**src/hw/rtl/fpr_pkg.sv**
```systemverilog
// Shared constants, types and state encoding for the FIFO page replacement core.
package fpr_pkg;

  localparam int unsigned DefFrames   = 16;
  localparam int unsigned DefPageBits = 16;
  localparam int unsigned PageW       = 16;
  localparam int unsigned SlotW       = 4;
  localparam int unsigned CfgW        = 5;
  localparam int unsigned CountW      = 32;

  localparam logic [CfgW-1:0] NumFramesRst = CfgW'(16);

  typedef enum logic [2:0] {
    StIdle,
    StScan,
    StVictim,
    StMiss,
    StDone
  } ctrl_state_e;

  typedef struct packed {
    logic start;
    logic scan;
    logic victim_rd;
    logic commit_hit;
    logic commit_miss;
    logic out_load;
  } fpr_cmd_t;

  typedef struct packed {
    logic hit;
    logic scan_end;
    logic out_free;
  } fpr_sts_t;

endpackage

```
**src/hw/rtl/fifo_page_replacement_core.sv**
```systemverilog
// Top level of the FIFO page replacement core: sequencer plus datapath.
//
//  channel | direction | handshake              | word
//  --------+-----------+------------------------+-----------------------------------------
//  in      | input     | in_valid_i/in_ready_o  | page_i
//  out     | output    | out_valid_o/out_ready_i| hit_o slot_o evicted_valid_o
//          |           |                        | evicted_page_o fault_total_o
//  cfg     | input     | cfg_we_i               | cfg_wdata_i (num_frames)
//
// A hit in slot k ends the scan there; a miss scans all n frames in use, then reads
// the victim. The scan reads one frame per cycle from the frame store, with a compare
// stage behind the registered read.
// Reset clears valid bits, pointer and fault count; num_frames resets to 16.
// The next word is taken while a finished result still waits on out_ready_i.
module fifo_page_replacement_core import fpr_pkg::*; #(
  parameter int unsigned FRAMES    = DefFrames,
  parameter int unsigned PAGE_BITS = DefPageBits
) (
  input  logic              clk_i,
  input  logic              rst_ni,
  input  logic              cfg_we_i,
  input  logic [CfgW-1:0]   cfg_wdata_i,
  input  logic              in_valid_i,
  output logic              in_ready_o,
  input  logic [PageW-1:0]  page_i,
  output logic              out_valid_o,
  input  logic              out_ready_i,
  output logic              hit_o,
  output logic [SlotW-1:0]  slot_o,
  output logic              evicted_valid_o,
  output logic [PageW-1:0]  evicted_page_o,
  output logic [CountW-1:0] fault_total_o
);

  fpr_cmd_t cmd;
  fpr_sts_t sts;

  fpr_ctrl u_ctrl (
    .clk_i      (clk_i),
    .rst_ni     (rst_ni),
    .in_valid_i (in_valid_i),
    .in_ready_o (in_ready_o),
    .sts_i      (sts),
    .cmd_o      (cmd)
  );

  fpr_dpath #(
    .FRAMES    (FRAMES),
    .PAGE_BITS (PAGE_BITS)
  ) u_dpath (
    .clk_i           (clk_i),
    .rst_ni          (rst_ni),
    .cfg_we_i        (cfg_we_i),
    .cfg_wdata_i     (cfg_wdata_i),
    .page_i          (page_i),
    .out_ready_i     (out_ready_i),
    .out_valid_o     (out_valid_o),
    .hit_o           (hit_o),
    .slot_o          (slot_o),
    .evicted_valid_o (evicted_valid_o),
    .evicted_page_o  (evicted_page_o),
    .fault_total_o   (fault_total_o),
    .cmd_i           (cmd),
    .sts_o           (sts)
  );

endmodule

```
**src/hw/rtl/fpr_ctrl.sv**
```systemverilog
// Sequencer: accept, scan frames (committing a hit), fetch victim, commit miss, hand off result.
module fpr_ctrl import fpr_pkg::*; (
  input  logic     clk_i,
  input  logic     rst_ni,
  input  logic     in_valid_i,
  output logic     in_ready_o,
  input  fpr_sts_t sts_i,
  output fpr_cmd_t cmd_o
);

  ctrl_state_e state_q, state_d;

  always_ff @(posedge clk_i or negedge rst_ni) begin
    if (!rst_ni) begin
      state_q <= StIdle;
    end else begin
      state_q <= state_d;
    end
  end

  always_comb begin
    state_d    = state_q;
    cmd_o      = '0;
    in_ready_o = 1'b0;
    case (state_q)
      StIdle: begin
        in_ready_o = 1'b1;
        if (in_valid_i) begin
          cmd_o.start = 1'b1;
          state_d     = StScan;
        end
      end
      StScan: begin
        cmd_o.scan = 1'b1;
        if (sts_i.hit) begin
          cmd_o.commit_hit = 1'b1;
          state_d          = StDone;
        end else if (sts_i.scan_end) begin
          state_d = StVictim;
        end
      end
      StVictim: begin
        cmd_o.victim_rd = 1'b1;
        state_d         = StMiss;
      end
      StMiss: begin
        cmd_o.commit_miss = 1'b1;
        state_d           = StDone;
      end
      StDone: begin
        if (sts_i.out_free) begin
          cmd_o.out_load = 1'b1;
          state_d        = StIdle;
        end
      end
      default: begin
        state_d = StIdle;
      end
    endcase
  end

endmodule

```
**src/hw/rtl/fpr_dpath.sv**
```systemverilog
// Frame store, valid bits, scan pipeline, round-robin pointer, fault counter, result regs.
module fpr_dpath import fpr_pkg::*; #(
  parameter int unsigned FRAMES    = DefFrames,
  parameter int unsigned PAGE_BITS = DefPageBits
) (
  input  logic              clk_i,
  input  logic              rst_ni,
  input  logic              cfg_we_i,
  input  logic [CfgW-1:0]   cfg_wdata_i,
  input  logic [PageW-1:0]  page_i,
  input  logic              out_ready_i,
  output logic              out_valid_o,
  output logic              hit_o,
  output logic [SlotW-1:0]  slot_o,
  output logic              evicted_valid_o,
  output logic [PageW-1:0]  evicted_page_o,
  output logic [CountW-1:0] fault_total_o,
  input  fpr_cmd_t          cmd_i,
  output fpr_sts_t          sts_o
);

  localparam int unsigned CntW = $clog2(FRAMES + 1);
  localparam int unsigned IdxW = (FRAMES > 1) ? $clog2(FRAMES) : 1;

  logic [PAGE_BITS-1:0] mem [FRAMES];
  logic [PAGE_BITS-1:0] rd_q;
  logic [FRAMES-1:0]    frame_valid_q;

  logic [CfgW-1:0]      num_frames_q;
  logic [CntW-1:0]      n_cfg, n_q;
  logic [PAGE_BITS-1:0] page_q;
  logic [CntW-1:0]      idx_q, idx_d;
  logic                 cmp_v_q, cmp_v_d;
  logic [IdxW-1:0]      cmp_idx_q;
  logic [IdxW-1:0]      next_slot_q, next_slot_d;
  logic [IdxW-1:0]      victim_q, victim_d;
  logic [CntW-1:0]      victim_nxt;
  logic [CountW-1:0]    fault_q;

  logic                 issue, rd_en, hit_now, ev_v;
  logic [IdxW-1:0]      rd_addr;

  logic                 res_hit_q, res_ev_v_q;
  logic [IdxW-1:0]      res_slot_q;
  logic [PAGE_BITS-1:0] res_ev_page_q;

  logic                 out_valid_q;
  logic                 out_hit_q, out_ev_v_q;
  logic [IdxW-1:0]      out_slot_q;
  logic [PAGE_BITS-1:0] out_ev_page_q;
  logic [CountW-1:0]    out_fault_q;

  always_comb begin
    if (num_frames_q == '0) begin
      n_cfg = CntW'(1);
    end else if (32'(num_frames_q) > 32'(FRAMES)) begin
      n_cfg = CntW'(FRAMES);
    end else begin
      n_cfg = CntW'(num_frames_q);
    end
  end

  assign issue   = cmd_i.scan && (idx_q < n_q);
  assign rd_en   = issue || cmd_i.victim_rd;
  assign rd_addr = cmd_i.victim_rd ? victim_d : idx_q[IdxW-1:0];
  assign idx_d   = idx_q + CntW'(1);
  assign cmp_v_d = issue;
  assign hit_now = cmp_v_q && frame_valid_q[cmp_idx_q] && (rd_q == page_q);

  assign victim_d    = (CntW'(next_slot_q) < n_q) ? next_slot_q : '0;
  assign victim_nxt  = CntW'(victim_q) + CntW'(1);
  assign next_slot_d = (victim_nxt >= n_q) ? '0 : victim_nxt[IdxW-1:0];
  assign ev_v        = frame_valid_q[victim_q];

  assign sts_o.hit      = hit_now;
  assign sts_o.scan_end = !(idx_q < n_q) && !cmp_v_q;
  assign sts_o.out_free = !out_valid_q || out_ready_i;

  // frame store
  always_ff @(posedge clk_i) begin
    if (cmd_i.commit_miss) begin
      mem[victim_q] <= page_q;
    end
    if (rd_en) begin
      rd_q <= mem[rd_addr];
    end
  end

  always_ff @(posedge clk_i or negedge rst_ni) begin
    if (!rst_ni) begin
      num_frames_q  <= NumFramesRst;
      frame_valid_q <= '0;
      next_slot_q   <= '0;
      fault_q       <= '0;
      idx_q         <= '0;
      cmp_v_q       <= 1'b0;
      out_valid_q   <= 1'b0;
    end else begin
      if (cfg_we_i) begin
        num_frames_q <= cfg_wdata_i;
      end
      if (cmd_i.start) begin
        idx_q   <= '0;
        cmp_v_q <= 1'b0;
      end else begin
        if (issue) begin
          idx_q <= idx_d;
        end
        cmp_v_q <= cmp_v_d;
      end
      if (cmd_i.commit_miss) begin
        frame_valid_q[victim_q] <= 1'b1;
        next_slot_q             <= next_slot_d;
        if (fault_q != '1) begin
          fault_q <= fault_q + CountW'(1);
        end
      end
      if (cmd_i.out_load) begin
        out_valid_q <= 1'b1;
      end else if (out_ready_i) begin
        out_valid_q <= 1'b0;
      end
    end
  end

  always_ff @(posedge clk_i) begin
    if (cmd_i.start) begin
      page_q <= PAGE_BITS'(page_i);
      n_q    <= n_cfg;
    end
    if (issue) begin
      cmp_idx_q <= idx_q[IdxW-1:0];
    end
    if (cmd_i.victim_rd) begin
      victim_q <= victim_d;
    end
    if (cmd_i.commit_hit) begin
      res_hit_q     <= 1'b1;
      res_slot_q    <= cmp_idx_q;
      res_ev_v_q    <= 1'b0;
      res_ev_page_q <= '0;
    end else if (cmd_i.commit_miss) begin
      res_hit_q     <= 1'b0;
      res_slot_q    <= victim_q;
      res_ev_v_q    <= ev_v;
      res_ev_page_q <= ev_v ? rd_q : '0;
    end
    if (cmd_i.out_load) begin
      out_hit_q     <= res_hit_q;
      out_slot_q    <= res_slot_q;
      out_ev_v_q    <= res_ev_v_q;
      out_ev_page_q <= res_ev_page_q;
      out_fault_q   <= fault_q;
    end
  end

  assign out_valid_o     = out_valid_q;
  assign hit_o           = out_hit_q;
  assign slot_o          = SlotW'(out_slot_q);
  assign evicted_valid_o = out_ev_v_q;
  assign evicted_page_o  = PageW'(out_ev_page_q);
  assign fault_total_o   = out_fault_q;

endmodule
```
**config.mk**
```make
export PLATFORM = sky130hd
export DESIGN_NAME = fifo_page_replacement_core
export DESIGN_NICKNAME = d
export VERILOG_FILES = /design/src/hw/rtl/fpr_pkg.sv /design/src/hw/rtl/fifo_page_replacement_core.sv /design/src/hw/rtl/fpr_ctrl.sv /design/src/hw/rtl/fpr_dpath.sv
export SDC_FILE = /design/constraint.sdc
export NUM_CORES = 1
export LEC_CHECK = 0
export ABC_CLOCK_PERIOD_IN_PS = 3000
export BUFFER_PORTS_ARGS = -buffer_cell sky130_fd_sc_hd__buf_2
export CORE_MARGIN = 8
export CORE_UTILIZATION = 60
export CTS_CLUSTER_DIAMETER = 40
export DETAILED_ROUTE_END_ITERATION = 8
export PLACE_DENSITY = 0.79
export REMOVE_ABC_BUFFERS = 1
export SYNTH_ARGS = -nofsm -noshare
export SYNTH_HDL_FRONTEND = slang
export SYNTH_SLANG_ARGS = --single-unit
```
**constraint.sdc**
```tcl
create_clock -name clk_i -period 3 [get_ports clk_i]
set_input_delay 0.45 -clock clk_i [delete_from_list [all_inputs] [get_ports clk_i]]
set_output_delay 0.45 -clock clk_i [all_outputs]
set_load 0.02 [all_outputs]
```
==> flow_metrics.env, run 1 <==
export IMPL_via_per_inst=6.09
export IMPL_htree_num_levels=2
export IMPL_skew_ps=29.8
export IMPL_cp_max_fo=16
export IMPL_end_kind="flip-flop"
export IMPL_p_clk_share_pct=31.4
export IMPL_ir_drop_mv=0.575
export IMPL_cts_made_buffers=49
export IMPL_fillCellCount=1765
export IMPL_synthArstFlopShare_pct=15.1
export IMPL_ys_types=52
export IMPL_port_buffers=81
export IMPL_pre_cts_ws_ps=69.8
export IMPL_tritoncts="done"
export IMPL_crit_family="compound AO/OA/AOI/OAI gates"
export IMPL_grt_overflow_total=0
export IMPL_final_setup_worst_slack_ps=113
export IMPL_syn_instance_count=1086
export IMPL_p_sw_share_pct=30.3
export IMPL_grt_pass1_vias=10100
export IMPL_crit_arrival_ps=3180
export IMPL_drt_wl_total_um=38400
export IMPL_finalCriticalPeriod_ps=2890
export IMPL_cp_start_kind="flip-flop"
export IMPL_antenna_found_initial=0
export IMPL_pwr_share_comb_pct=24.1
export IMPL_die_x_um=186
export IMPL_syn_to_final_growth_pct=17.2
export IMPL_core_area_mm2=0.0286
export IMPL_place_area_mm2=0.0187
export IMPL_cts_sinks=444
export IMPL_wl_per_cell_um=23.2
export IMPL_p_leak_nw=7.69
export IMPL_dp_hpwl_um=22300
export IMPL_start_util_pct=60.7
export IMPL_ys_flop_type="edfxtp_1"
export IMPL_p_int_mw=12.7
export IMPL_die_area_mm2=0.0347
export IMPL_avgSynthCellArea_um2=16.0
export IMPL_maxSlewHeadroom_pct=47.5
export IMPL_pin_count=82
export IMPL_p_switching_mw=5.52
export IMPL_synth_edf_count=359
export IMPL_outcome="complete, no violations"
export IMPL_reg2reg_slack_ps=110
export IMPL_clockBufferDepth=3
export IMPL_insertedDiodeCount=0
export IMPL_die_y_um=186
export IMPL_hold_viol_final=0
export IMPL_drc=0
export IMPL_cts_root_buf="clkbuf_16"
export IMPL_synth_seq_cells=444
export IMPL_whs_path_depth=1
export IMPL_hold_start="page_i[3]"
export IMPL_finalNetCount=1283
export IMPL_critPathKind="flip-flop to flip-flop"
export IMPL_drtIter0Drc=1214
export IMPL_yosysWarnings=0
export IMPL_r2r_cells=11
export IMPL_slowest_delay_ps=520
export IMPL_r2r_start="u_dpath.n_q[3]"
export IMPL_drive_above_1_share_pct=22.3
export IMPL_min_to="u_dpath.page_q[3]"
export IMPL_synth_seq_area_share_pct=73.8
export IMPL_clk_latency_ps=550
export IMPL_path_buf_inv=3
export IMPL_crit_path_top_delay_cell="or4_1"
export IMPL_slew_violations=0
export IMPL_grt_pass1_wl_um=57900
export IMPL_finalCritPeriodShare_pct=96.2
export IMPL_finalSetupViolations=0
export IMPL_max_freq_mhz=346
export IMPL_rows=62
export IMPL_final_cell_area_mm2=0.0204
export IMPL_globalplace_congestion=0.850
export IMPL_drt_pre_antenna_iters=5
export IMPL_clk_pin_slew_worst_paths_ps=60
export IMPL_antenna_left=0
export IMPL_seq_power_share_pct=44.5
export IMPL_hp_class="primary input to flip-flop"
export IMPL_path_cells="inv_1 -> ha_1 -> nor2_1 -> o211ai_1 -> o21ai_4 -> a21oi_4 -> buf_12 -> buf_4 -> mux2i_1 -> o22ai_1 -> or4_1"
export IMPL_rsz0062_at_grt="false"
export IMPL_tightest_slew_ps=787
export IMPL_reg2reg_to="u_dpath.rd_q[12]"
export IMPL_cap_violations=0
export IMPL_crit_required_ps=3290
export IMPL_power_density_mw_per_mm2=895
export IMPL_num_vias=10100
export IMPL_synth_area_mm2=0.0174
export IMPL_grt_max_degree=50
export IMPL_globalRouteTotalUtil_pct=22.2
==> stage by stage <==
step           hold slack, ps  utilization, %  power, mW  TNS, ps  std cells
2_1_floorplan             154               -       10.7   -53480       1040
3_3_place_gp              404            65.4       12.3        0       1564
3_5_place_dp              407            65.4       12.4        0       1564
4_1_cts                  56.1            70.8       18.1        0       1653
5_1_grt                  52.2            71.1       18.9        0       1658
6_report                 70.0            71.1       18.2        0       1658
==> layer usage <==
layer / wire length, um / global-route usage (%) / vias to the layer above / share of wire, %
li1: - / - / 4483 / -
met1: 15000 / 29.4 / 5042 / 39
met2: 19100 / 36.9 / 492 / 50
met3: 3350 / 3.65 / 84 / 8.7
met4: 1010 / 8.22 / 0 / 2.6
met5: 0 / 0 / - / 0
==> layout make-up <==
class / count / area, um^2 / share of cell area [%]
inverters: 24 / 95.1 / 0.467
clock inverters: 25 / 238 / 1.17
clock buffers: 63 / 1320 / 6.48
multi-input cells: 573 / 4270 / 21.0
flip-flops and latches: 444 / 12800 / 63.0
well taps: 384 / 480 / 2.36
repair buffers: 145 / 1140 / 5.61
==> kinds of logic (layout without fill, tap and decap cells) <==
| kind of cell | Yosys count | after routing | share of synthesized area, % |
|---|---|---|---|
| DFF | 444 | 444 | 73.8 |
| and+or+nand+nor | 237 | 237 | 6.93 |
| AOI/OAI and AO/OA | 166 | 167 | 6.72 |
| muxes | 99 | 99 | 6.49 |
| buffers and inverters | 70 | 257 | 2.14 |
| xor gates and xnor gates | 50 | 50 | 2.52 |
| adders and majority gates | 20 | 20 | 1.44 |
==> cells in the final DEF (no fill, tap or decap), types with 6 or more instances in the layout <==
master	netlist	layout
edfxtp_1	359	359
nand2_1	81	81
buf_2	10	81
mux2i_1	80	80
dfrtp_1	66	66
a21oi_1	55	55
clkbuf_16	0	50
a221oi_1	48	48
buf_4	4	43
xor2_1	29	29
nor2_1	37	25
inv_1	23	23
xnor2_1	21	21
ha_1	20	20
or4_1	19	19
dfxtp_1	18	18
or2_2	17	17
buf_12	0	17
o22ai_1	16	16
a22o_1	16	16
and2_1	13	13
nand3_1	13	13
nor2_2	0	12
mux4_2	10	10
nand4_1	10	10
o21ai_0	10	10
clkbuf_1	21	10
mux2_2	9	9
nor3_1	12	8
nand2b_1	8	8
a21o_1	7	7
clkinv_2	0	6
==> registers in the layout (all words and copies together) (netlist names), 3 cells and up <==
| register | cells |
|---|---|
| u_dpath.frame_valid_q | 16 |
| u_dpath.victim_q | 4 |
| u_dpath.rd_q | 16 |
| u_dpath.fault_total_o | 32 |
| u_dpath.cmp_idx_q | 4 |
| u_dpath.res_slot_q | 4 |
| u_dpath.slot_o | 4 |
| u_dpath.fault_q | 32 |
| u_dpath.n_q | 5 |
| u_dpath.num_frames_q | 5 |
| u_dpath.idx_q | 5 |
| u_dpath.mem | 256 |
| u_dpath.page_q | 16 |
| u_dpath.next_slot_q | 4 |
| u_dpath.res_ev_page_q | 16 |
| u_dpath.evicted_page_o | 16 |
| u_ctrl.state_q | 3 |
==> what timing repair did <==
action / 4_1_cts / 5_1_grt
setup endpoints to repair: 0 / 13
hold endpoints to repair: 29 / 0
buffers inserted: 0 / 3
hold buffers: 1 / 0
resized for setup: 0 / 3
==> worst register-to-register path, stage by stage, from the launching register on <==
cell      delay, ps
edfxtp_1        350
inv_1           120
ha_1            240
nor2_1           90
o211ai_1        260
o21ai_4         130
a21oi_4         150
buf_12          150
buf_4           270
mux2i_1         260
o22ai_1         110
or4_1           520
==> power groups by stage <==
| stage | logic [mW] | registers (mW) | clock network (mW) |
|---|---|---|---|
| after CTS | 4.24 | 8.08 | 5.77 |
| after detailed placement | 4.20 | 8.20 | 0 |
| after global placement | 4.07 | 8.19 | 0 |
| after floorplan | 2.58 | 8.14 | 0 |
| after global routing | 4.71 | 8.16 | 6.04 |
| final | 4.40 | 8.10 | 5.72 |
==> synthesized netlist by cell type, drive strengths merged, types with 2 or more instances <==
| cell type | count | share of area, % |
|---|---|---|
| a31oi | 2 | 0.11 |
| mux4 | 10 | 1.3 |
| a21o | 7 | 0.30 |
| o21ai | 13 | 0.42 |
| ha | 20 | 1.4 |
| or4 | 19 | 0.82 |
| a22o | 16 | 0.81 |
| nand3b | 4 | 0.17 |
| nor3b | 4 | 0.17 |
| or2 | 17 | 0.61 |
| a221oi | 48 | 2.4 |
| xnor2 | 21 | 1.1 |
| and3 | 6 | 0.22 |
| mux2 | 9 | 0.58 |
| dfrtp | 66 | 9.5 |
| buf | 24 | 1.1 |
| nor3 | 12 | 0.35 |
| mux2i | 80 | 4.6 |
| nand3 | 13 | 0.37 |
| dfxtp | 18 | 2.1 |
| nand4 | 10 | 0.36 |
| nor4 | 4 | 0.14 |
| o22ai | 16 | 0.58 |
| o211ai | 2 | 0.086 |
| clkbuf | 22 | 0.48 |
| inv | 23 | 0.50 |
| o31ai | 2 | 0.086 |
| and2 | 13 | 0.47 |
| nor2 | 37 | 0.80 |
| xor2 | 29 | 1.5 |
| and4 | 3 | 0.15 |
| nor2b | 2 | 0.072 |
| nand2b | 8 | 0.29 |
| or3 | 2 | 0.072 |
| nand2 | 81 | 1.7 |
| a21oi | 57 | 1.7 |
| edfxtp | 359 | 62 |
==> worst max-delay path by stage <==
| stage | startpoint | to | slack [ps] | depth (start not counted) |
|---|---|---|---|---|
| after floorplan | u_ctrl.state_q[1] | u_dpath.rd_q[0] | -3340 | 8 |
| after global placement | u_dpath.next_slot_q[1] | u_dpath.rd_q[11] | 170 | 9 |
| after detailed placement | u_dpath.next_slot_q[1] | u_dpath.rd_q[11] | 70 | 9 |
| after CTS | u_dpath.next_slot_q[1] | u_dpath.rd_q[11] | 80 | 9 |
| after global routing | u_ctrl.state_q[0] | u_dpath.rd_q[0] | 20 | 10 |
| final | u_dpath.n_q[3] | u_dpath.rd_q[12] | 110 | 11 |
No activity file was read; power rests on OpenSTA's default activity.
==> inputs of run 2 (changes only) <==
--- a/config.mk
+++ b/config.mk
@@ -6,7 +6,7 @@
 export NUM_CORES = 1
 export LEC_CHECK = 0
 export ABC_CLOCK_PERIOD_IN_PS = 3000
-export BUFFER_PORTS_ARGS = -buffer_cell sky130_fd_sc_hd__buf_2
+export BUFFER_PORTS_ARGS = -buffer_cell sky130_fd_sc_hd__buf_4
 export CORE_MARGIN = 8
 export CORE_UTILIZATION = 60
 export CTS_CLUSTER_DIAMETER = 40
==> run 2 against run 1 <==
Critical path depth is the same. Power grew 4.3%. Fmax shrank 2.8%. Cell count grew 1.0%. Worst setup slack lost 84 ps.
==> flow_metrics.env, run 2 (synthesized netlist as in run 1, its figures left out) <==
export IMPL_p_clk_share_pct=31.7
export IMPL_num_vias=10200
export IMPL_cts_made_buffers=50
export IMPL_fillCellCount=1674
export IMPL_tightest_slew_ps=864
export IMPL_cts_sinks=444
export IMPL_end_kind="flip-flop"
export IMPL_place_area_mm2=0.0190
export IMPL_p_leak_nw=7.95
export IMPL_die_y_um=186
export IMPL_largest_register="u_dpath.mem"
export IMPL_finalCritPeriodShare_pct=99.0
export IMPL_cap_violations=0
export IMPL_p_switching_mw=5.73
export IMPL_power_density_mw_per_mm2=908
export IMPL_cp_start_kind="flip-flop"
export IMPL_clk_latency_ps=550
export IMPL_core_area_mm2=0.0286
export IMPL_grt_overflow_total=0
export IMPL_pin_count=82
export IMPL_grt_pass1_wl_um=57900
export IMPL_p_sw_share_pct=30.1
export IMPL_outcome="complete, no violations"
export IMPL_tritoncts="done"
export IMPL_globalRouteTotalUtil_pct=22.1
export IMPL_die_area_mm2=0.0347
export IMPL_rows=62
export IMPL_drive_above_1_share_pct=23.7
export IMPL_antenna_left=0
export IMPL_power_total_mw=19.0
export IMPL_finalNetCount=1296
export IMPL_dp_cells=1564
export IMPL_grt_pass1_vias=10300
export IMPL_dp_hpwl_um=22700
export IMPL_slew_violations=0
export IMPL_maxSlewHeadroom_pct=41.9
export IMPL_max_freq_mhz=337
export IMPL_wl_per_cell_um=23.9
export IMPL_port_buffers=81
export IMPL_largest_reg_flops=256
export IMPL_antenna_found_initial=0
export IMPL_finalCriticalPeriod_ps=2970
export IMPL_rsz0062_at_grt="true"
export IMPL_clk_pin_slew_worst_paths_ps=60
export IMPL_layout_cells_most_common="edfxtp_1"
export IMPL_ir_drop_mv=0.814
export IMPL_hold_buffers=0
export IMPL_layout_common_cells="edfxtp_1, buf_4, nand2_1"
export IMPL_final_core_util_pct=73.0
export IMPL_drt_wl_total_um=40000
export IMPL_via_per_inst=6.10
export IMPL_critPathKind="flip-flop to flip-flop"
export IMPL_start_util_pct=60.7
export IMPL_insertedDiodeCount=0
export IMPL_p_int_mw=13.3
export IMPL_cp_max_fo=20
export IMPL_grt_max_degree=68
export IMPL_finalSetupViolations=0
export IMPL_htree_num_levels=2
export IMPL_drt_pre_antenna_iters=5
export IMPL_crit_arrival_ps=3250
export IMPL_pwr_share_comb_pct=25.5
export IMPL_hold_viol_final=0
export IMPL_clockBufferDepth=3
export IMPL_syn_to_final_growth_pct=20.3
export IMPL_die_x_um=186
export IMPL_cts_root_buf="clkbuf_16"
export IMPL_fin_hold_ws_ps=3.98
export IMPL_globalplace_congestion=0.851
export IMPL_drtIter0Drc=1075
export IMPL_hp_class="primary input to async pin"
export IMPL_skew_ps=17.8
export IMPL_drc=0
export IMPL_crit_required_ps=3280
export IMPL_final_cell_area_mm2=0.0209
export IMPL_seq_power_share_pct=42.7
export IMPL_fin_cells=1675
[run 2: cell types whose count changed in the layout (fill, tap and decap cells not counted), moves of 4 or more]
cell       delta
inv_6         +4
clkbuf_16     +6
a21oi_2       +4
buf_2        -81
buf_12        +8
buf_4        +85
a21oi_1       -5
[run 2: final timing paths]
kind	depth (start not counted)	start	slack [ps]	to
min in group clk_i	1	page_i[3]	80	u_dpath.page_q[3]
max in group asynchronous	1	rst_ni	2340	u_dpath.next_slot_q[2]
min reg2reg	0	u_dpath.res_slot_q[0]	420	u_dpath.slot_o[0]
min	1	rst_ni	4	u_dpath.fault_q[18]
max reg2reg	11	u_ctrl.state_q[0]	30	u_dpath.rd_q[12]
max	11	u_ctrl.state_q[0]	30	u_dpath.rd_q[12]
[run 2: power by group through the flow]
| stage | sequential [mW] | combinational [mW] | clock (mW) |
|---|---|---|---|
| 3_5_place_dp | 8.21 | 4.28 | 0 |
| 4_1_cts | 8.10 | 4.34 | 6.07 |
| 3_3_place_gp | 8.20 | 4.14 | 0 |
| 5_1_grt | 8.17 | 5.16 | 6.34 |
| 2_1_floorplan | 8.14 | 2.58 | 0 |
| 6_report | 8.12 | 4.85 | 6.03 |
[run 2: critical path, cell delays in order (launching register included)]
cell       delay, ps
dfrtp_2          430
or3b_4           480
inv_8            100
nand3b_1         100
o21ai_2          220
a21oi_4           60
buf_12           160
buf_4            140
clkbuf_16        190
a21oi_1          210
a221oi_1         120
or4_1            500
[run 2: layout make-up]
type,instances,area (um^2),area share (%)
clock inverter,25,253,1.21
clock buffer,68,1410,6.75
sequential,444,12800,61.3
tap,384,480,2.30
inverter,24,97.6,0.467
multi-input combinational,572,4270,20.4
timing repair buffer,158,1570,7.52
[run 2: routing by layer]
metal	vias to the layer above	global-route usage, %	share of wire (%)	wire length [um]
met5	-	0	0	0
met4	0	8.29	3.0	1190
met3	96	4.06	9.8	3930
met2	551	37.2	50	20000
met1	5041	28.6	37	14900
li1	4522	-	-	-
[run 2: per-stage QoR]
stage               setup slack [ps]  TNS (ps)
finish                          29.2         0
global route                   -79.6      -222
CTS                             42.5         0
detailed placement              94.2         0
global placement                 220         0
floorplan                      -3340    -53480
[run 2: repair_timing]
item / in CTS / in global routing
setup buffers: 0 / 13
resized for setup: 0 / 9
setup endpoints to repair: 0 / 6
